**src/sv/tapvc_pkg.sv**
```systemverilog
// ----------------------------------------------------------------------------
// tapvc_pkg
// Shared types and constants for the two-axis pid velocity controller.
// ----------------------------------------------------------------------------
package tapvc_pkg;

  localparam int ADDR_W  = 5;
  localparam int DATA_W  = 32;
  localparam int GAIN_W  = 16;
  localparam int LIMIT_W = 15;
  localparam int VEL_W   = 16;

  localparam logic [GAIN_W-1:0]  KP_RST   = 16'd2048;
  localparam logic [GAIN_W-1:0]  KI_RST   = 16'd410;
  localparam logic [GAIN_W-1:0]  KD_RST   = 16'd410;
  localparam logic [LIMIT_W-1:0] VLIM_RST = 15'd2560;

  typedef enum logic [2:0] {
    REG_SETPOINT_X = 3'd0,
    REG_SETPOINT_Y = 3'd1,
    REG_GAIN_PROP  = 3'd2,
    REG_GAIN_INTEG = 3'd3,
    REG_GAIN_DERIV = 3'd4,
    REG_VEL_LIMIT  = 3'd5
  } reg_idx_e;

  typedef struct packed {
    logic [GAIN_W-1:0]  kp;
    logic [GAIN_W-1:0]  ki;
    logic [GAIN_W-1:0]  kd;
    logic [LIMIT_W-1:0] vlim;
  } gains_t;

  typedef struct packed {
    logic adv;
    logic load;
    logic clr;
  } lane_ctl_t;

endpackage

```
**src/sv/tapvc_lane.sv**
```systemverilog
// ----------------------------------------------------------------------------
// tapvc_lane
// One axis: error, saturating integrator, derivative, gain products,
// rounding and velocity clamp, four pipeline stages.
// ----------------------------------------------------------------------------
module tapvc_lane #(
  parameter int POS_WIDTH      = 16,
  parameter int INTEG_WIDTH    = 32,
  parameter int GAIN_FRAC_BITS = 12
) (
  input  logic                                clk_i,
  input  logic                                rst_ni,
  input  tapvc_pkg::lane_ctl_t                ctl_i,
  input  tapvc_pkg::gains_t                   gains_i,
  input  logic signed [POS_WIDTH-1:0]         sp_i,
  input  logic signed [POS_WIDTH-1:0]         meas_i,
  output logic signed [tapvc_pkg::VEL_W-1:0]  vel_o,
  output logic                                clamped_o
);
  import tapvc_pkg::*;

  localparam int EW   = POS_WIDTH + 1;
  localparam int DW   = POS_WIDTH + 2;
  localparam int SW0  = ((INTEG_WIDTH > EW) ? INTEG_WIDTH : EW) + 1;
  localparam int IL   = INTEG_WIDTH / 2;
  localparam int IH   = INTEG_WIDTH - IL;
  localparam int KW   = GAIN_W + 1;
  localparam int PPW  = EW + KW;
  localparam int PDW  = DW + KW;
  localparam int PLW  = IL + 1 + KW;
  localparam int PHW  = IH + KW;
  localparam int TW   = INTEG_WIDTH + KW;
  localparam int PSW  = PDW + 1;
  localparam int CW   = (TW > 62) ? TW : 62;
  localparam int SUMW = CW + 2;

  localparam logic signed [SW0-1:0]  IMAX = SW0'((64'd1 << (INTEG_WIDTH - 1)) - 64'd1);
  localparam logic signed [SW0-1:0]  IMIN = -IMAX - SW0'(1);
  localparam logic signed [CW-1:0]   TMAX = CW'(64'h1000_0000_0000_0000);
  localparam logic signed [CW-1:0]   TMIN = -TMAX;
  localparam logic signed [SUMW-1:0] HALF = SUMW'(64'd1 << (GAIN_FRAC_BITS - 1));

  // loop-carried state
  logic signed [INTEG_WIDTH-1:0] integ_q, integ_d;
  logic signed [EW-1:0]          last_q;

  logic signed [EW-1:0]  err;
  logic signed [DW-1:0]  dif;
  logic signed [SW0-1:0] isum, isat;

  always_comb begin
    err  = EW'(sp_i) - EW'(meas_i);
    dif  = DW'(err) - DW'(last_q);
    isum = SW0'(integ_q) + SW0'(err);
    if (isum > IMAX) begin
      isat = IMAX;
    end else if (isum < IMIN) begin
      isat = IMIN;
    end else begin
      isat = isum;
    end
    integ_d = isat[INTEG_WIDTH-1:0];
  end

  always_ff @(posedge clk_i or negedge rst_ni) begin
    if (!rst_ni) begin
      integ_q <= '0;
      last_q  <= '0;
    end else begin
      if (ctl_i.clr) begin
        integ_q <= '0;
      end else if (ctl_i.load) begin
        integ_q <= integ_d;
      end
      if (ctl_i.load) begin
        last_q <= err;
      end
    end
  end

  // stage 1: operands
  logic signed [EW-1:0]          e1_q;
  logic signed [DW-1:0]          d1_q;
  logic signed [INTEG_WIDTH-1:0] i1_q;

  // stage 2: products
  logic signed [KW-1:0]  kp_s, ki_s, kd_s;
  logic signed [IL:0]    i_lo;
  logic signed [IH-1:0]  i_hi;
  logic signed [PPW-1:0] pp, pp2_q;
  logic signed [PDW-1:0] pd, pd2_q;
  logic signed [PLW-1:0] pl, pl2_q;
  logic signed [PHW-1:0] ph, ph2_q;

  always_comb begin
    kp_s = {1'b0, gains_i.kp};
    ki_s = {1'b0, gains_i.ki};
    kd_s = {1'b0, gains_i.kd};
    i_lo = {1'b0, i1_q[IL-1:0]};
    i_hi = i1_q[INTEG_WIDTH-1:IL];
    pp   = kp_s * e1_q;
    pd   = kd_s * d1_q;
    pl   = ki_s * i_lo;
    ph   = ki_s * i_hi;
  end

  // stage 3: partial sums
  logic signed [TW-1:0]  ti, ti3_q;
  logic signed [PSW-1:0] ps, ps3_q;

  always_comb begin
    ti = (TW'(ph2_q) <<< IL) + TW'(pl2_q);
    ps = PSW'(pp2_q) + PSW'(pd2_q);
  end

  // stage 4: limited integral term plus rounding offset
  logic signed [CW-1:0]   tiw, tic;
  logic signed [SUMW-1:0] sum, sum4_q;

  always_comb begin
    tiw = CW'(ti3_q);
    if (tiw > TMAX) begin
      tic = TMAX;
    end else if (tiw < TMIN) begin
      tic = TMIN;
    end else begin
      tic = tiw;
    end
    sum = SUMW'(tic) + SUMW'(ps3_q) + HALF;
  end

  always_ff @(posedge clk_i) begin
    if (ctl_i.adv) begin
      e1_q   <= err;
      d1_q   <= dif;
      i1_q   <= integ_d;
      pp2_q  <= pp;
      pd2_q  <= pd;
      pl2_q  <= pl;
      ph2_q  <= ph;
      ti3_q  <= ti;
      ps3_q  <= ps;
      sum4_q <= sum;
    end
  end

  // round to q8.8 and clamp
  logic signed [SUMW-1:0] vsh, lim, nlim;

  always_comb begin
    vsh  = sum4_q >>> GAIN_FRAC_BITS;
    lim  = SUMW'({1'b0, gains_i.vlim});
    nlim = -lim;
    if (vsh > lim) begin
      vel_o     = lim[VEL_W-1:0];
      clamped_o = 1'b1;
    end else if (vsh < nlim) begin
      vel_o     = nlim[VEL_W-1:0];
      clamped_o = 1'b1;
    end else begin
      vel_o     = vsh[VEL_W-1:0];
      clamped_o = 1'b0;
    end
  end

endmodule

```
**config.mk**
```make
export PLATFORM = sky130hd
export DESIGN_NAME = tapvc_lane
export DESIGN_NICKNAME = d
export VERILOG_FILES = /design/src/sv/tapvc_pkg.sv /design/src/sv/tapvc_lane.sv
export SDC_FILE = /design/constraint.sdc
export NUM_CORES = 2
export LEC_CHECK = 0
export BUFFER_PORTS_ARGS = -buffer_cell sky130_fd_sc_hd__buf_2
export CAP_MARGIN = 20
export CORE_ASPECT_RATIO = 0.9
export CORE_MARGIN = 8
export CORE_UTILIZATION = 59
export CTS_CLUSTER_DIAMETER = 120
export CTS_CLUSTER_SIZE = 28
export DETAILED_ROUTE_END_ITERATION = 8
export PLACE_DENSITY_LB_ADDON = 0.25
export SLEW_MARGIN = 20
export SYNTH_ARGS = -nofsm -noshare
export SYNTH_HDL_FRONTEND = slang
export SYNTH_SLANG_ARGS = --single-unit
```
**constraint.sdc**
```tcl
create_clock -name clk_i -period 10.75 [get_ports clk_i]
set_clock_uncertainty 0.05 [all_clocks]
set_input_delay 1.075 -clock clk_i [delete_from_list [all_inputs] [get_ports clk_i]]
set_output_delay 1.075 -clock clk_i [all_outputs]
set_load 0.1 [all_outputs]
```
[Word level (Yosys, flattened, before mapping)]
Index checks and enable logic that the tools add are counted.
Word-level totals
  bits in registers: 399
  memory bits (writable): 0
  bits in latches: 0
  memories kept: 0
  ROM bits: 0
  input port bits: 100
  output and inout port bits: 17
Cells by class
  reductions and logical operators: 1
  shifts and indexed selects: 0
  div/mod/pow operators: 0
  equal/unequal tests: 0
  multiplexer cells: 10
  $add $sub $neg: 8
  multipliers: 4
  bitwise operators: 0
  $lt $le $gt $ge: 6
Operators with widths (number)
  two-way mux 32 bit: 4
  two-way mux 62 bit: 2
  adder 63 x 13 -> 64 bit, second input constant: 1
  < comparator 52 x 64 -> 1 bit: 1
  negator 15 -> 64 bit: 1
  adder 62 x 36 -> 63 bit: 1
  greater-than comparator 49 x 62 -> 1 bit, second input constant: 1
  < comparator 49 x 61 -> 1 bit, second input constant: 1
  greater-than comparator 52 x 16 -> 1 bit: 1
  adder 49 x 33 -> 49 bit: 1
  adder 34 x 35 -> 36 bit: 1
  multiplier 17 x 18 -> 35 bit: 1
  multiplier 17 x 17 -> 34 bit: 1
  adder 32 x 17 -> 33 bit: 1
  greater-than comparator 33 x 32 -> 1 bit, second input constant: 1
  < comparator 33 x 32 -> 1 bit, second input constant: 1
  multiplier 17 x 16 -> 33 bit: 1
  multiplier 16 x 16 -> 32 bit: 1
  two-way mux 16 bit: 2
  subtractor 17 x 17 -> 18 bit: 1
  subtractor 16 x 16 -> 17 bit: 1
  two-way mux 1 bit: 2
  nonzero test 2 bit: 1

[Longest topological paths before layout]
  word-level depth: 7
  mapped depth: 27
  mapped depth without buffers: 24

[Least setup slack after synthesis]
OpenSTA, ideal clock, no wires.
  kind: input -> output
  start point: input gains_i[1] (netlist name)
  end point: output vel_o[0] (netlist name)
  buffers on the path: 1
  path slack: 1.986 ns
  stages: 19
  arrival: 7.639 ns
  cell sequence: inv_1 -> ha_1 -> nand4_1 -> or3_1 -> or3_1 -> or3_1 -> clkbuf_1 -> nor4_1 -> ha_1 -> nand4_1 -> nor2_1 -> nand2_1 -> or3_1 -> o221a_2 -> o311ai_0 -> o21ai_0 -> mux2i_2 -> nand2_1 -> mux2i_1
Between the ends
  cells in the longest elaborated chain, start to end: 4
  elaborated cells between the ends (all ways): 5
  those cells by class: 1 x add/sub; 2 x order compare; 2 x mux
Ends and longest elaborated chain
  from (decl): line tapvc_lane.sv:14  | input tapvc_pkg::gains_t gains_i,
  negator 15 -> 64 bit: line tapvc_lane.sv:153  | nlim = -lim;
  < comparator 52 x 64 -> 1 bit: line tapvc_lane.sv:157  | end else if (vsh < nlim) begin
  two-way mux 16 bit: line tapvc_lane.sv:157
  two-way mux 16 bit *: line tapvc_lane.sv:154  | if (vsh > lim) begin
  to (decl): line tapvc_lane.sv:17  | output logic signed [tapvc_pkg::VEL_W-1:0] vel_o,
Every way passes the cells marked *; elsewhere a longest branch is shown, timed or not.

[Worst setup path after layout]
  start point: input gains_i[1] (netlist name)
  end point: output vel_o[14] (netlist name)
Same word-level chain as after synthesis.

==> results.toml <==
[synth]
ys.flop_type = "edfxtp_1"
syn_inst = 6294
synth_edf_count = 338
yosys_warnings = 0
yosysSeqAreaShare = 0.189
ys_ff_latch = 387
synthesis.area_um2 = 60300
synth_cell_types = 83
synth.net_count = 8023
syn_area_per_cell_um2 = 9.58
async_flop_share = 0.127

[setup_path]
worstSetupPathType = "input pin to primary output"
rr_worst_depth = 21
worstPathMaxFanout = 10
r2r-end = "pp2_q[33]"
crit_path_frequent_cell = "or3_1"
crit_arrival_ns = 6.82
ff2ff_setup_slack_ns = 3.38
critPathCaptureType = "primary output"
slowest_stage = "nor4_1"
worst_r2r_startpoint = "e1_q[16]"
cpPeakStageDelay_ns = 0.85
cp-start-kind = "input pin"
cp-startpoint = "gains_i[1]"
required_ns = 9.63
cp_cell_sequence = "buf_2 -> inv_1 -> ha_1 -> nand4_1 -> or3_1 -> or3_1 -> or3_1 -> nor4_1 -> ha_1 -> nand4_1 -> or3_1 -> o311ai_0 -> o21ai_0 -> and2_1 -> o21ai_0 -> o221a_2 -> buf_2"

[sta]
hold_viol = 0
period_share = 0.739
drv_slew = 0
clock.fmax_mhz = 126
rsz0062_at_grt = "false"
relSlewSlack = 0.274
finalSetupViolCount = 0
fin_hold_ws_ns = 0.381
tightest_slew_ns = 1.08
fin_crit_ns = 7.95
tns_ns = 0

[routing]
drt_iter0_drc = 3060
num_vias = 42700
drtPass1Iterations = 6
finalWirelength_um = 138000
routed_via_density = 5.61
remaining_drc_errors = 0
wl_per_cell_um = 18.2
route.antenna.remaining_nets = 0

[global_routing]
grt_overflow = 0
grtUsageTotal = 0.246
grt_pass1_vias = 44500
antenna_found_initial = 5
grt_max_degree = 97
grt_pass1_wl_um = 231000

[cells_and_area]
drive_gt1_frac = 0.0338
area_delta_synth_final_pct = 3.51
layout.nets = 7969
fill_cells = 8586

[floorplan]
die_h_um = 319
initial_core_util = 0.593
die-width_um = 353
rows = 111
pin_count = 117
die-area_um2 = 113000
core-area_um2 = 102000

[cts]
clkTransAtPathRegs_ns = 0.11
post-cts-setup-buffer-count = 0
cts_buffers = 18
clk_path_buf_depth = 3
cts_tree = "yes"
cts-htree-levels = 1
clk-insertion-delay-late_ns = 0.56
cts_resized = 0
cts.sinks = 387
root_buffer = "clkbuf_16"
hold_buffers = 0

[flow_run]
maxCapViolations = 0

[hold_path]
holdCritPathClass = "register to register"
hold_start = "pl2_q[1]"
hold_path_depth = 0
min_to = "ti3_q[1]"

[placement]
dp_hpwl_um = 111000
io_buffers = 116
gp_congestion = 0.923

[run_status]
status = "completed"
[per-layer routing]
metal / vias up / share of wire / GRT usage / routed length [µm]
met1: 20900 / 0.45 / 0.355 / 62500
met5: - / 0.00017 / 0 / 24
met4: 4 / 0.019 / 0.0455 / 2640
met2: 1502 / 0.45 / 0.392 / 61800
met3: 197 / 0.080 / 0.0467 / 11100
li1: 20000 / - / - / -
[worst max-delay path, delay by kind of cell]
family	cells	cell delay (ns)
adder cells (fa/ha/maj)	2	0.50
buffers and inverters	3	0.62
AO/OA/AOI/OAI	4	1.63
AND/OR/NAND/NOR	8	3.00
[logic make-up after synthesis]
kind of cell	count (synthesis)	share of synthesized area
xor gates and xnor gates	268	0.0389
muxes	23	0.00402
buffers and inverters	1380	0.0864
DFF	387	0.189
adders and majority gates	1629	0.449
AOI/OAI and AO/OA	828	0.0906
and+or+nand+nor	1779	0.142
[cells in the final DEF (no fill, tap or decap), types with 9 or more instances in the layout]
| cell | netlist | final |
|---|---|---|
| inv_1 | 1175 | 1175 |
| fa_1 | 895 | 895 |
| nand2_1 | 794 | 794 |
| ha_1 | 734 | 734 |
| and2_1 | 435 | 435 |
| edfxtp_1 | 338 | 338 |
| a21oi_1 | 232 | 232 |
| xnor2_1 | 197 | 197 |
| nor2_1 | 194 | 194 |
| o21ai_0 | 168 | 168 |
| a21o_1 | 125 | 125 |
| buf_2 | 6 | 115 |
| xor2_1 | 71 | 71 |
| nand3_1 | 65 | 65 |
| nand2b_1 | 62 | 62 |
| nor3_1 | 56 | 56 |
| dfrtp_1 | 49 | 49 |
| o21bai_1 | 46 | 46 |
| nand4_1 | 39 | 39 |
| nor2b_1 | 36 | 36 |
| o21a_1 | 34 | 34 |
| a211oi_1 | 33 | 33 |
| o211ai_1 | 22 | 22 |
| and3_1 | 21 | 21 |
| nor4_1 | 21 | 21 |
| clkbuf_16 | 0 | 18 |
| o31ai_1 | 16 | 16 |
| a31oi_1 | 16 | 16 |
| or3_1 | 15 | 15 |
| mux2i_1 | 15 | 15 |
| buf_4 | 0 | 15 |
| a31o_2 | 12 | 12 |
| a22oi_1 | 11 | 11 |
| nand3b_1 | 10 | 10 |
| a211oi_2 | 10 | 10 |
| a2111oi_0 | 9 | 9 |
[how the worst max path moves through the flow]
| stage | to | slack (ns) | depth (start not counted) |
|---|---|---|---|
| finish | vel_o[14] | 2.80 | 17 |
| detailed placement | pl2_q[30] | 2.82 | 23 |
| global placement | pl2_q[30] | 2.91 | 24 |
| CTS | vel_o[0] | 2.84 | 21 |
| global route | vel_o[0] | 2.33 | 21 |
| floorplan | vel_o[0] | 1.99 | 19 |
[final cells by class]
type	instances	area, µm²	share of cell area
sequential	387	11400	0.182
clock inverter	3	52.6	0.000842
multi-input combinational	4527	43700	0.700
inverter	1175	4410	0.0707
clock buffer	21	462	0.00740
antenna	1	2.50	0.0000401
tap	1356	1700	0.0272
timing repair buffer	131	703	0.0113
[Yosys cell counts, types with 21 or more instances]
master / instances / area (µm²)
clkbuf_1: 192 / 721
and2_1: 435 / 2720
nand3_1: 65 / 325
nand2_1: 794 / 2980
o21a_1: 34 / 255
a211oi_1: 33 / 248
and3_1: 21 / 131
xnor2_1: 197 / 1730
o21ai_0: 168 / 841
nor3_1: 56 / 280
xor2_1: 71 / 622
nor2b_1: 36 / 225
a21oi_1: 232 / 1160
o211ai_1: 22 / 165
fa_1: 895 / 17900
dfrtp_1: 49 / 1230
a21o_1: 125 / 938
nand2b_1: 62 / 388
ha_1: 734 / 9180
o21bai_1: 46 / 345
nor4_1: 21 / 131
edfxtp_1: 338 / 10100
inv_1: 1175 / 4410
nor2_1: 194 / 728
nand4_1: 39 / 244
[through the flow]
step                       util  instance area [µm²]  std cells  setup slack [ns]
after global placement    0.609                61900       7576              2.91
after global routing      0.614                62400       7600              2.33
after CTS                 0.614                62400       7600              2.84
final                     0.614                62400       7601              2.80
after floorplan               -                60300       6294              1.99
after detailed placement  0.609                61900       7576              2.82
[sequential cells by signal, indices dropped and copies added (netlist names)]
| register | flops |
|---|---|
| ps3_q | 36 |
| i1_q | 32 |
| last_q | 17 |
| ti3_q | 49 |
| integ_q | 32 |
| pp2_q | 34 |
| d1_q | 18 |
| pl2_q | 32 |
| e1_q | 17 |
| ph2_q | 33 |
| sum4_q | 52 |
| pd2_q | 35 |
Power is left out: the tool's default activity adds up to more than one toggle a clock period on the data nets, which glitch-free logic cannot reach.
