===== config.mk =====
export PLATFORM = sky130hd
export DESIGN_NAME = tapvc_regs
export DESIGN_NICKNAME = d
export VERILOG_FILES = /design/src/sv/tapvc_pkg.sv /design/src/sv/tapvc_regs.sv
export SDC_FILE = /design/constraint.sdc
export NUM_CORES = 1
export LEC_CHECK = 0
export BUFFER_PORTS_ARGS = -buffer_cell sky130_fd_sc_hd__buf_4
export CORE_AREA = 2 2 77 152
export DETAILED_ROUTE_END_ITERATION = 8
export DIE_AREA = 0 0 79 154
export PLACE_DENSITY = 0.7
export SLEW_MARGIN = 20
export SYNTH_ARGS = -nofsm -noshare
export SYNTH_HDL_FRONTEND = slang
export SYNTH_SLANG_ARGS = --single-unit

===== constraint.sdc =====
create_clock -name clk_i -period 3.5 [get_ports clk_i]
set_input_delay 0.525 -clock clk_i [delete_from_list [all_inputs] [get_ports clk_i]]
set_output_delay 0.525 -clock clk_i [all_outputs]
set_load 0.03 [all_outputs]

===== src/sv/tapvc_pkg.sv =====
// ----------------------------------------------------------------------------
// tapvc_pkg
// Shared types and constants for the two-axis pid velocity controller.
// ----------------------------------------------------------------------------
package tapvc_pkg;

  localparam int ADDR_W  = 5;
  localparam int DATA_W  = 32;
  localparam int GAIN_W  = 16;
  localparam int LIMIT_W = 15;
  localparam int VEL_W   = 16;

  localparam logic [GAIN_W-1:0]  KP_RST   = 16'd2048;
  localparam logic [GAIN_W-1:0]  KI_RST   = 16'd410;
  localparam logic [GAIN_W-1:0]  KD_RST   = 16'd410;
  localparam logic [LIMIT_W-1:0] VLIM_RST = 15'd2560;

  typedef enum logic [2:0] {
    REG_SETPOINT_X = 3'd0,
    REG_SETPOINT_Y = 3'd1,
    REG_GAIN_PROP  = 3'd2,
    REG_GAIN_INTEG = 3'd3,
    REG_GAIN_DERIV = 3'd4,
    REG_VEL_LIMIT  = 3'd5
  } reg_idx_e;

  typedef struct packed {
    logic [GAIN_W-1:0]  kp;
    logic [GAIN_W-1:0]  ki;
    logic [GAIN_W-1:0]  kd;
    logic [LIMIT_W-1:0] vlim;
  } gains_t;

  typedef struct packed {
    logic adv;
    logic load;
    logic clr;
  } lane_ctl_t;

endpackage


===== src/sv/tapvc_regs.sv =====
// ----------------------------------------------------------------------------
// tapvc_regs
// APB register file: setpoints, gains and velocity limit.
// ----------------------------------------------------------------------------
module tapvc_regs #(
  parameter int POS_WIDTH = 16
) (
  input  logic                             clk_i,
  input  logic                             rst_ni,
  input  logic                             psel,
  input  logic                             penable,
  input  logic                             pwrite,
  input  logic [tapvc_pkg::ADDR_W-1:0]     paddr,
  input  logic [tapvc_pkg::DATA_W-1:0]     pwdata,
  output logic [tapvc_pkg::DATA_W-1:0]     prdata,
  output logic                             pready,
  output logic signed [POS_WIDTH-1:0]      sp_x_o,
  output logic signed [POS_WIDTH-1:0]      sp_y_o,
  output tapvc_pkg::gains_t                gains_o,
  output logic                             clr_o
);
  import tapvc_pkg::*;

  logic signed [POS_WIDTH-1:0] sp_x_q, sp_y_q;
  gains_t                      gains_q;
  logic                        wr;
  reg_idx_e                    idx;

  assign pready = 1'b1;
  assign wr     = psel && penable && pwrite;
  assign idx    = reg_idx_e'(paddr[ADDR_W-1:2]);
  assign clr_o  = wr && ((idx == REG_SETPOINT_X) || (idx == REG_SETPOINT_Y));

  always_ff @(posedge clk_i or negedge rst_ni) begin
    if (!rst_ni) begin
      sp_x_q       <= '0;
      sp_y_q       <= '0;
      gains_q.kp   <= KP_RST;
      gains_q.ki   <= KI_RST;
      gains_q.kd   <= KD_RST;
      gains_q.vlim <= VLIM_RST;
    end else if (wr) begin
      case (idx)
        REG_SETPOINT_X: sp_x_q       <= pwdata[POS_WIDTH-1:0];
        REG_SETPOINT_Y: sp_y_q       <= pwdata[POS_WIDTH-1:0];
        REG_GAIN_PROP:  gains_q.kp   <= pwdata[GAIN_W-1:0];
        REG_GAIN_INTEG: gains_q.ki   <= pwdata[GAIN_W-1:0];
        REG_GAIN_DERIV: gains_q.kd   <= pwdata[GAIN_W-1:0];
        REG_VEL_LIMIT:  gains_q.vlim <= pwdata[LIMIT_W-1:0];
        default: ;
      endcase
    end
  end

  always_comb begin
    case (idx)
      REG_SETPOINT_X: prdata = DATA_W'(sp_x_q);
      REG_SETPOINT_Y: prdata = DATA_W'(sp_y_q);
      REG_GAIN_PROP:  prdata = DATA_W'(gains_q.kp);
      REG_GAIN_INTEG: prdata = DATA_W'(gains_q.ki);
      REG_GAIN_DERIV: prdata = DATA_W'(gains_q.kd);
      REG_VEL_LIMIT:  prdata = DATA_W'(gains_q.vlim);
      default:        prdata = '0;
    endcase
  end

  assign sp_x_o  = sp_x_q;
  assign sp_y_o  = sp_y_q;
  assign gains_o = gains_q;

endmodule


# Yosys cells after proc, flatten, opt, wreduce, memory -nomap -nowiden
# Cells that the tools add are included.
[word_totals]
input_bits = 42
output_inout_bits = 129
wordCells = 23
register_bits = 95
[classes]
muxes = 1
n_reduce_logical = 11
n_eq_ne = 5
[op_table]
columns = ["operator", "n"]
rows = [
  ["32-bit case mux with 6 select lines", 1],
  ["2-bit AND reduction", 6],
  ["3-bit by 2-bit == test with 1-bit output (second input constant)", 2],
  ["3-bit == test (second input constant)", 2],
  ["3-bit by 1-bit == test with 1-bit output (second input constant)", 1],
  ["1-bit logical AND", 3],
  ["3-bit zero test", 1],
  ["1-bit logical OR", 1],
]

# Depth between registers and ports, before layout
# Gate-level depths: netlist of run 1.
[depth]
depth_word = 3
depth_mapped = 6
mapped_depth_nobuf = 3

# Worst setup path after synthesis of run 1
# Ideal clock, no wire load.
[synth_timing]
path_type = "input port to output port"
startpoint = "in paddr[3] (netlist name)"
endpoint = "out prdata[15] (netlist name)"
n_path_buf = 2
stages = 4
arrival_time_ns = 2.828
path_slack_ns = 0.147
required_time_ns = 2.975
cell_sequence = "buf_4 -> buf_1 -> nor3_1 -> a221o_1"
[synth_via]
elab_chain_len = 2
elab_cells_between_ends = 7
cone_classes = "5 x eq/ne; 1 x mux; 1 x reduce/logical"
[synth_lines]
columns = ["element", "line_no", "source"]
rows = [
  ["from (decl)", "tapvc_regs.sv:13", "input logic [tapvc_pkg::ADDR_W-1:0] paddr,"],
  ["3-bit == test (tied with other cells)", "tapvc_regs.sv:56", "case (idx)"],
  ["32-bit case mux with 6 select lines (*)", "tapvc_regs.sv:56", ""],
  ["to (decl)", "tapvc_regs.sv:15", "output logic [tapvc_pkg::DATA_W-1:0] prdata,"],
]
# Every way passes the cells marked *; elsewhere a longest branch is shown, timed or not.

# Worst setup path after layout of run 1
[layout_timing]
startpoint = "in paddr[4] (netlist name)"
endpoint = "out prdata[9] (netlist name)"
# The elaborated chain is that of the path after synthesis.

==> results of run 1 <==
logic make-up after synthesis:
family / count (synthesis) / share of synthesized area [%]
simple gates: 30 / 4.99
flops: 95 / 51.6
buf+inv: 39 / 5.78
compound gates: 30 / 4.75
mux: 134 / 32.8
other cells: 1 / 0.0809
registers in the layout, summed over array words and instances, names as in the netlist:
name     count
gains_o     63
sp_x_o      16
sp_y_o      16
report_power, final:
| part | leakage [nW] | switching, mW | internal, mW |
|---|---|---|---|
| clock network | 0.158 | 0.405 | 0.663 |
| logic | 1.63 | 0.835 | 0.595 |
| registers | 1.18 | 0.182 | 1.34 |
| total | 2.98 | 1.42 | 2.59 |
cell type report:
cell class	instances	area share [%]
clock buffer	11	4.13
clock inverter	5	1.31
inverter	4	0.245
multi-input combinational	195	32.3
sequential	95	39.1
tap	140	2.86
timing repair buffer	163	20.0
per-stage QoR:
step / hold WS (ns) / power [mW] / cells
6_report: 0.318 / 4.02 / 613
5_1_grt: 0.378 / 4.20 / 613
4_1_cts: 0.334 / 4.06 / 613
3_5_place_dp: 0.520 / 2.98 / 597
3_3_place_gp: 0.514 / 2.95 / 597
2_1_floorplan: 0.229 / 2.40 / 329
how the worst max path moves through the flow:
| stage | slack [ns] | to | start | cells past startpoint |
|---|---|---|---|---|
| 2_1_floorplan | 0.15 | prdata[15] | paddr[3] | 4 |
| 3_3_place_gp | 0.78 | gains_o[49] | paddr[3] | 5 |
| 3_5_place_dp | 0.79 | gains_o[51] | paddr[3] | 5 |
| 4_1_cts | 0.83 | prdata[9] | paddr[4] | 5 |
| 5_1_grt | 0.76 | prdata[9] | paddr[4] | 5 |
| 6_report | 0.84 | prdata[9] | paddr[4] | 5 |
metal layers:
metal | vias up | part of all wire (%) | routed length (µm) | GRT usage (%)
met2 | 91 | 54 | 6690 | 36.0
met5 | - | 0 | 0 | 0
met1 | 1610 | 40 | 4990 | 25.5
li1 | 1463 | - | - | -
met4 | 0 | 2.5 | 314 | 8.37
met3 | 16 | 3.9 | 492 | 4.69
critical path, stage by stage:
cell and delay, ns:
buf_4 0.39, nand2b_1 0.65, nor2_1 0.10, a221o_1 0.28, buf_4 0.17
cell usage in the layout, fill, tap and decap left out, drive strengths merged, types with 3 or more instances in the layout:
| cell | count |
|---|---|
| o22ai | 4 |
| clkbuf | 11 |
| a21oi | 4 |
| buf | 163 |
| or3 | 4 |
| mux2 | 102 |
| nand3 | 3 |
| dfrtp | 82 |
| dfstp | 13 |
| mux2i | 31 |
| o221ai | 8 |
| o21ai | 5 |
| nand2 | 3 |
| inv | 4 |
| nor2 | 6 |
| nor3 | 3 |
| o32a | 3 |
==> impl_results.md, run 1 <==
* Outcome: finished, final reports clean
* Design Area, Final at 6120 µm²
* DR pass1 iterations at 4
* Final Hold Fails at 0
* FF-to-FF setup slack at 2.69 ns
* Fin util at 55.9%
* DR DRC count at 0
* Syn Nets at 371
* Worst setup margin at 0.839 ns
* Routed Antenna Nets at 0
* Final setup TNS at 0 ns
* LEAKAGE at 2.98 nW
* CTS root buffer: clkbuf_16
* Mapped Cells at 329
* # setup viols final at 0
* Post_cts resized at 0
* Core area at 10900 µm²
* Post-synth EDFFs at 0
* Commonest cells in the netlist: mux2_2, dfrtp_1, mux2i_1, buf_4, dfstp_2
* CTS Sinks at 95
* Sequential share of the synthesized area at 51.6%
* Period utilization at 76.0%
* Hold-fix buffers, CTS at 0
* Syn Area/Cell at 14.1 µm²
* Post-synth top area cell: dfrtp_1
* Vias at 3180
* CP Max Fanout at 32
* Rows at 54
* Hold Crit Class: in2async
* Area of the multi-input gates at 1980 µm²
* Critical Path Start Type: input pin
* CP Class: in2out
* R2R cell count at 1
* Die ar. at 12200 µm²
* PD cells at 656 nW/µm²
* Slew @ Worst Pin at 0.908 ns
* Clk_skew at 0 ns
* Dpl cell area at 5790 µm²
* Crit path time final at 2.66 ns
* Iter 0 DRT Violations at 156
* Worst Path Arrival at 2.14 ns
* Initial Util at 42.4%
* Vias in the first global route at 3268
* Max-Cap Viols at 0
* Endpoint class of the critical path: output port
* # IOs at 171
* Relative slew slack at 39.4%
* Yosys cell types at 35
* Worst r2r dst: gains_o[61]
* Final HPWL DP at 8850 µm
* Vias per cell at 5.19
* Total grt overflow at 0
* CTS tree: done
* Layout cell share with drive strength beyond 1 at 64.5%
* CTS clock-pin slew for the worst setup and hold paths at 0.06 ns
* RSZ-0062 raised after global routing: false
* Setup slack at placement at 0.793 ns
* Die Ht at 154 µm
* Worst-skew pair later-pin latency at 0.34 ns
* GRT Overall Usage at 21.1%
* Post-synth top area share at 44.3%
* Register area at 2390 µm²
* Largest net degree at the start of global routing at 72
* DRT Wirelength at 12500 µm
* Global-route wire length before repair at 19100 µm
* Synthesized cell area at 4640 µm²
* Nets at 510
* CP required at 2.97 ns
* Asr flop ratio synth at 100%
* Fin. max-slew vios at 0
* Initial antenna violation count at 0
* Most common flop cell mapped by yosys: dfrtp_1
* DR WL/cell at 20.4 µm
* Setup Buffers After CTS at 0
* Synth top area cells: dfrtp_1, mux2_2, dfstp_2
* #FFs+latches synth at 95
* # fillers at 954
* Bufs on Longest Clock Path at 2
* Final GP Congestion at 0.810
* Ant. Diodes at 0
* CTS buffer count at 9
* RR Startpoint: gains_o[61]
* Maximum VDD drop at 0.401 mV
* Yosys warns at 0
* CTS H-tree depth at 3
* IO buf count at 151
* Area Overhead vs Synth at 32.0%
* Most common cell in the netlist: mux2_2
* Fmax at 376 MHz
* Die Wd at 79 µm
No activity file was read; power rests on OpenSTA's default activity.
==> run 2: changes to the inputs <==
ABC_AREA = 1   (was default)
CORE_AREA = 2 2 80 158   (was 2 2 77 152)
DIE_AREA = 0 0 82 160   (was 0 0 79 154)
PLACE_DENSITY = 0.71   (was 0.7)
clock period = 2.26 ns   (was 3.5 ns; I/O delays follow)
==> impl_results.md, run 2 <==
* Post-synth top area cell: dfrtp_1
* Core area at 12000 µm²
* Final GP Congestion at 0.897
* Synth top area cells: dfrtp_1, nand2_1, dfstp_2
* Bufs on Longest Clock Path at 2
* Syn Nets at 679
* Cell chain of the critical path: buf_4 > nand3_2 > buf_4 > nor2_1 > nor2_1 > nand2_1 > buf_4
* Critical Path Start Type: input pin
* LEAKAGE at 3.40 nW
* Ant. Diodes at 0
* Dpl cell area at 6080 µm²
* #FFs+latches synth at 95
* # setup viols final at 0
* Initial Util at 41.7%
* Vias in the first global route at 4663
* Worst path top cell family by delay: buffers and inverters
* Slew @ Worst Pin at 0.623 ns
* Initial antenna violation count at 0
* Global-route wire length before repair at 24600 µm
* Vias per cell at 5.34
* Hold-fix buffers, CTS at 0
* CTS Sinks at 95
* Register area at 2390 µm²
* Die Ht at 160 µm
* Die Wd at 82 µm
* Sequential share of the synthesized area at 47.9%
* Fmax at 503 MHz
* Post_cts resized at 0
* DR pass1 iterations at 5
* PD cells at 925 nW/µm²
* CP max-delay cell: nand3_2
* Layout cell share with drive strength beyond 1 at 27.8%
* Nets at 800
* Final non-filler cell total at 910
* CP Max Fanout at 13
* Setup Buffers After CTS at 0
* Failing checks: negative hold slack
* Area of the multi-input gates at 2030 µm²
* Most common flop cell mapped by yosys: dfrtp_1
* CTS H-tree depth at 3
* Yosys warns at 0
* Final setup TNS at 0 ns
* Hold Crit Class: in2async
* DRT Wirelength at 16000 µm
* Post-synth top area share at 41.0%
* CTS clock-pin slew for the worst setup and hold paths at 0.06 ns
* Final hold slack at -0.00216 ns
* Outcome: finished, violations left
* Vias at 4863
* Rows at 57
* Final Hold Fails at 2
* Synthesized cell area at 5000 µm²
* Die ar. at 13100 µm²
* Most frequent cells in the layout: nand2_1, buf_4, dfrtp_1
* Most used cell, CP: buf_4
* Yosys cell types at 27
* DR DRC count at 0
* Maximum VDD drop at 0.615 mV
* # IOs at 171
* CTS root buffer: clkbuf_16
* Total grt overflow at 0
* CTS buffer count at 9
* Most common cell in the netlist: nand2_1
* Final HPWL DP at 11600 µm
* CTS tree: done
* Commonest cells in the netlist: nand2_1, dfrtp_1, o21ai_0, nor2_1, inv_1
* Max-Cap Viols at 0
* Buf+Inv Stages, Crit Path at 3
* Mapped Cells at 637
* Relative slew slack at 58.4%
* Max reg flops at 63
* CP required at 1.92 ns
* Leading cell type in the layout, fill and taps excluded: nand2_1
* Routed Antenna Nets at 0
* Iter 0 DRT Violations at 442
* Slowest Stage Delay on Critical Path at 0.28 ns
* Largest net degree at the start of global routing at 47
* Fin. max-slew vios at 0
* Inst Count DP at 894
* IO buf count at 151
* Clk_skew at 0 ns
* Syn Area/Cell at 7.85 µm²
* Area Overhead vs Synth at 26.8%
* Endpoint class of the critical path: output port
* CP Class: in2out
* DR WL/cell at 17.6 µm
* Post-synth EDFFs at 0
* # fillers at 1178
* Design Area, Final at 6340 µm²
* Asr flop ratio synth at 100%
* RSZ-0062 raised after global routing: false
* Crit path time final at 1.99 ns
* GRT Overall Usage at 24.9%
* Worst-skew pair later-pin latency at 0.34 ns
* Period utilization at 87.9%
* Worst Path Arrival at 1.65 ns
run 2: cell count changes after synthesis, sizes merged, moves of 15 or more:
cell	before	now
nor2	6	67
nand2	3	197
o21ai	5	96
nand3	3	24
mux2i	31	0
buf	35	50
mux2	102	0
nand4	1	46
inv	4	52
run 2: cell type report:
| class | instances | share of cell area, % |
|---|---|---|
| inverters | 52 | 3.20 |
| clock inverters | 3 | 0.316 |
| flip-flops and latches | 95 | 37.7 |
| well taps | 147 | 2.90 |
| multi-input cells | 432 | 32.0 |
| repair buffers | 168 | 20.1 |
| clock buffers | 13 | 3.79 |
run 2: cell families (layout without fill, tap and decap cells):
| group | after synthesis | after routing | synth area share, % |
|---|---|---|---|
| other | 1 | 1 | 0.0750 |
| DFF | 95 | 95 | 47.9 |
| AOI/OAI and AO/OA | 97 | 97 | 9.71 |
| and+or+nand+nor | 334 | 334 | 30.7 |
| buffers and inverters | 110 | 236 | 11.7 |
run 2: worst paths after layout:
path | slack (ns) | end | startpoint | cells past startpoint
worst min-delay path | -0.002 | gains_o[30] | rst_ni | 1
worst min register to register | 0.48 | gains_o[16] | gains_o[16] | 2
worst max-delay path | 0.27 | prdata[6] | paddr[2] | 7
min in group clk_i | 0.24 | gains_o[43] | pwdata[12] | 3
worst max register to register | 1.47 | gains_o[39] | gains_o[39] | 2
max in group asynchronous | 1.57 | gains_o[23] | rst_ni | 2
run 2: metrics by stage:
| step | utilization (%) | worst slack (ns) | power, mW | hold WS, ns |
|---|---|---|---|---|
| 5_1_grt | 52.9 | 0.247 | 6.13 | 0.0486 |
| 4_1_cts | 52.9 | 0.322 | 5.89 | 0.0209 |
| 3_3_place_gp | 50.8 | 0.296 | 4.49 | 0.386 |
| 6_report | 52.9 | 0.273 | 5.87 | -0.00216 |
| 3_5_place_dp | 50.8 | 0.248 | 4.52 | 0.387 |
| 2_1_floorplan | - | 0.258 | 3.60 | 0.0434 |
run 2: where the power goes:
group / internal [mW] / total [mW] / switching, mW
combinational: 0.720 / 2.15 / 1.43
sequential: 2.06 / 2.34 / 0.273
clock: 0.746 / 1.38 / 0.632
total: 3.53 / 5.87 / 2.34
run 2: routing by layer:
metal | track usage [%] | vias up | share of wire (%) | routed length, µm
met1 | 30.3 | 2296 | 37 | 5920
met3 | 5.82 | 41 | 9.6 | 1540
met4 | 13.3 | 0 | 4.9 | 780
li1 | - | 2281 | - | -
met5 | 0 | - | 0 | 0
met2 | 39.7 | 245 | 48 | 7760
==> run 3: changes to the inputs <==
PLACE_DENSITY = 0.69   (was 0.71)
==> impl_results.md, run 3 (synthesized netlist as in run 2, its figures left out) <==
* Outcome: finished, final reports clean
* Die Wd at 82 µm
* Die Ht at 160 µm
* Worst-skew pair later-pin latency at 0.34 ns
* R2R cell count at 2
* FF-to-FF setup slack at 1.48 ns
* PD cells at 944 nW/µm²
* CTS tree: done
* CP required at 1.92 ns
* Initial antenna violation count at 0
* Vias in the first global route at 4751
* Worst r2r dst: gains_o[35]
* Clk_skew at 0 ns
* Worst Path Arrival at 1.67 ns
* Max-Cap Viols at 0
* CTS clock-pin slew for the worst setup and hold paths at 0.07 ns
* Inst Count DP at 893
* Final setup TNS at 0 ns
* Nets at 800
* Worst Hold Launch: pwdata[11]
* Max reg flops at 63
* Critical Path Start Type: input pin
* IO buf count at 151
* Bufs on Longest Clock Path at 2
* Ant. Diodes at 0
* # fillers at 1182
* DR WL/cell at 17.6 µm
* Combinational Power Share at 35.7%
* DR pass1 iterations at 5
* Setup slack at placement at 0.232 ns
* Hold Crit Class: in2reg
* Fin. max-slew vios at 0
* Fmax at 498 MHz
* RSZ-0062 raised after global routing: false
* CTS H-tree depth at 3
* Vias per cell at 5.39
* Final hold slack at 0.245 ns
* Clock Power Share at 25.7%
* Largest net degree at the start of global routing at 52
* Final Hold Fails at 0
* Core area at 12000 µm²
* CP Max Fanout at 17
* Crit path time final at 2.01 ns
* Final non-filler cell total at 910
* CTS Sinks at 95
* DR DRC count at 0
* Hold-fix buffers, CTS at 1
* Maximum VDD drop at 0.507 mV
* Period utilization at 88.9%
* Die ar. at 13100 µm²
* RR Startpoint: gains_o[35]
* LEAKAGE at 3.43 nW
* DRT Wirelength at 16100 µm
* Routed Antenna Nets at 0
* Vias at 4902
* Rows at 57
* # setup viols final at 0
* Hold EP: gains_o[11]
* Iter 0 DRT Violations at 430
* Endpoint class of the critical path: output port
* Area of the multi-input gates at 2030 µm²
* Final HPWL DP at 11700 µm
* Layout cell share with drive strength beyond 1 at 28.2%
* Area Overhead vs Synth at 28.0%
* Post_cts resized at 0
* CTS root buffer: clkbuf_16
* # IOs at 171
* Final GP Congestion at 0.903
* CP Class: in2out
* Pwr Total at 6.04 mW
* Initial Util at 41.7%
* Leading cell type in the layout, fill and taps excluded: nand2_1
* CTS buffer count at 9
* Global-route wire length before repair at 24700 µm
* Sw Share at 39.1%
* Hold path depth at 3
* Total grt overflow at 0
* Worst setup margin at 0.250 ns
* Internal cell power at 3.68 mW
* Register area at 2390 µm²
* GRT Overall Usage at 25.1%
* Sequential Power Share at 38.7%
* Setup Buffers After CTS at 0
* Most frequent cells in the layout: nand2_1, buf_4, dfrtp_1
* Sw Pwr at 2.37 mW
-- run 3: cell type report --
class,instances,share of cell area [%]
clock inverters,6,1.07
multi-input cells,432,31.7
repair buffers,168,20.1
inverters,52,3.17
clock buffers,10,3.73
flip-flops and latches,95,37.4
well taps,147,2.87
-- run 3: worst max path at each step --
stage | end | cells past startpoint | slack (ns) | start
finish | prdata[27] | 5 | 0.25 | paddr[2]
global route | prdata[17] | 5 | 0.15 | paddr[2]
CTS | prdata[27] | 5 | 0.24 | paddr[2]
detailed placement | prdata[27] | 5 | 0.23 | paddr[2]
global placement | prdata[23] | 5 | 0.26 | paddr[2]
floorplan | prdata[15] | 6 | 0.26 | paddr[4]
-- run 3: metal layers --
| layer | GRT usage [%] | part of all wire [%] | vias to the layer above |
|---|---|---|---|
| met5 | 0 | 0 | - |
| met4 | 11.5 | 4.2 | 0 |
| met3 | 6.44 | 8.9 | 41 |
| met2 | 41.8 | 51 | 248 |
| met1 | 29.6 | 36 | 2329 |
| li1 | - | - | 2284 |
-- run 3: critical path, cell delays in order --
cell and delay, ns:
buf_4 0.27, nand3_2 0.38, o21ai_2 0.26, buf_4 0.22
buf_4 0.18
-- run 3: per-stage QoR --
stage          util [%]  instance area (µm²)
3_3_place_gp       50.8                 6090
4_1_cts            53.4                 6400
5_1_grt            53.4                 6400
6_report           53.4                 6400
2_1_floorplan         -                 5000
3_5_place_dp       50.8                 6090
-- run 3: power groups by stage --
stage                     clock network [mW]  logic, mW  registers [mW]
after floorplan                            0      0.639            2.96
after global placement                     0       2.13            2.35
after detailed placement                   0       2.16            2.36
after CTS                               1.57       2.17            2.33
after global routing                    1.66       2.30            2.38
final                                   1.55       2.15            2.34
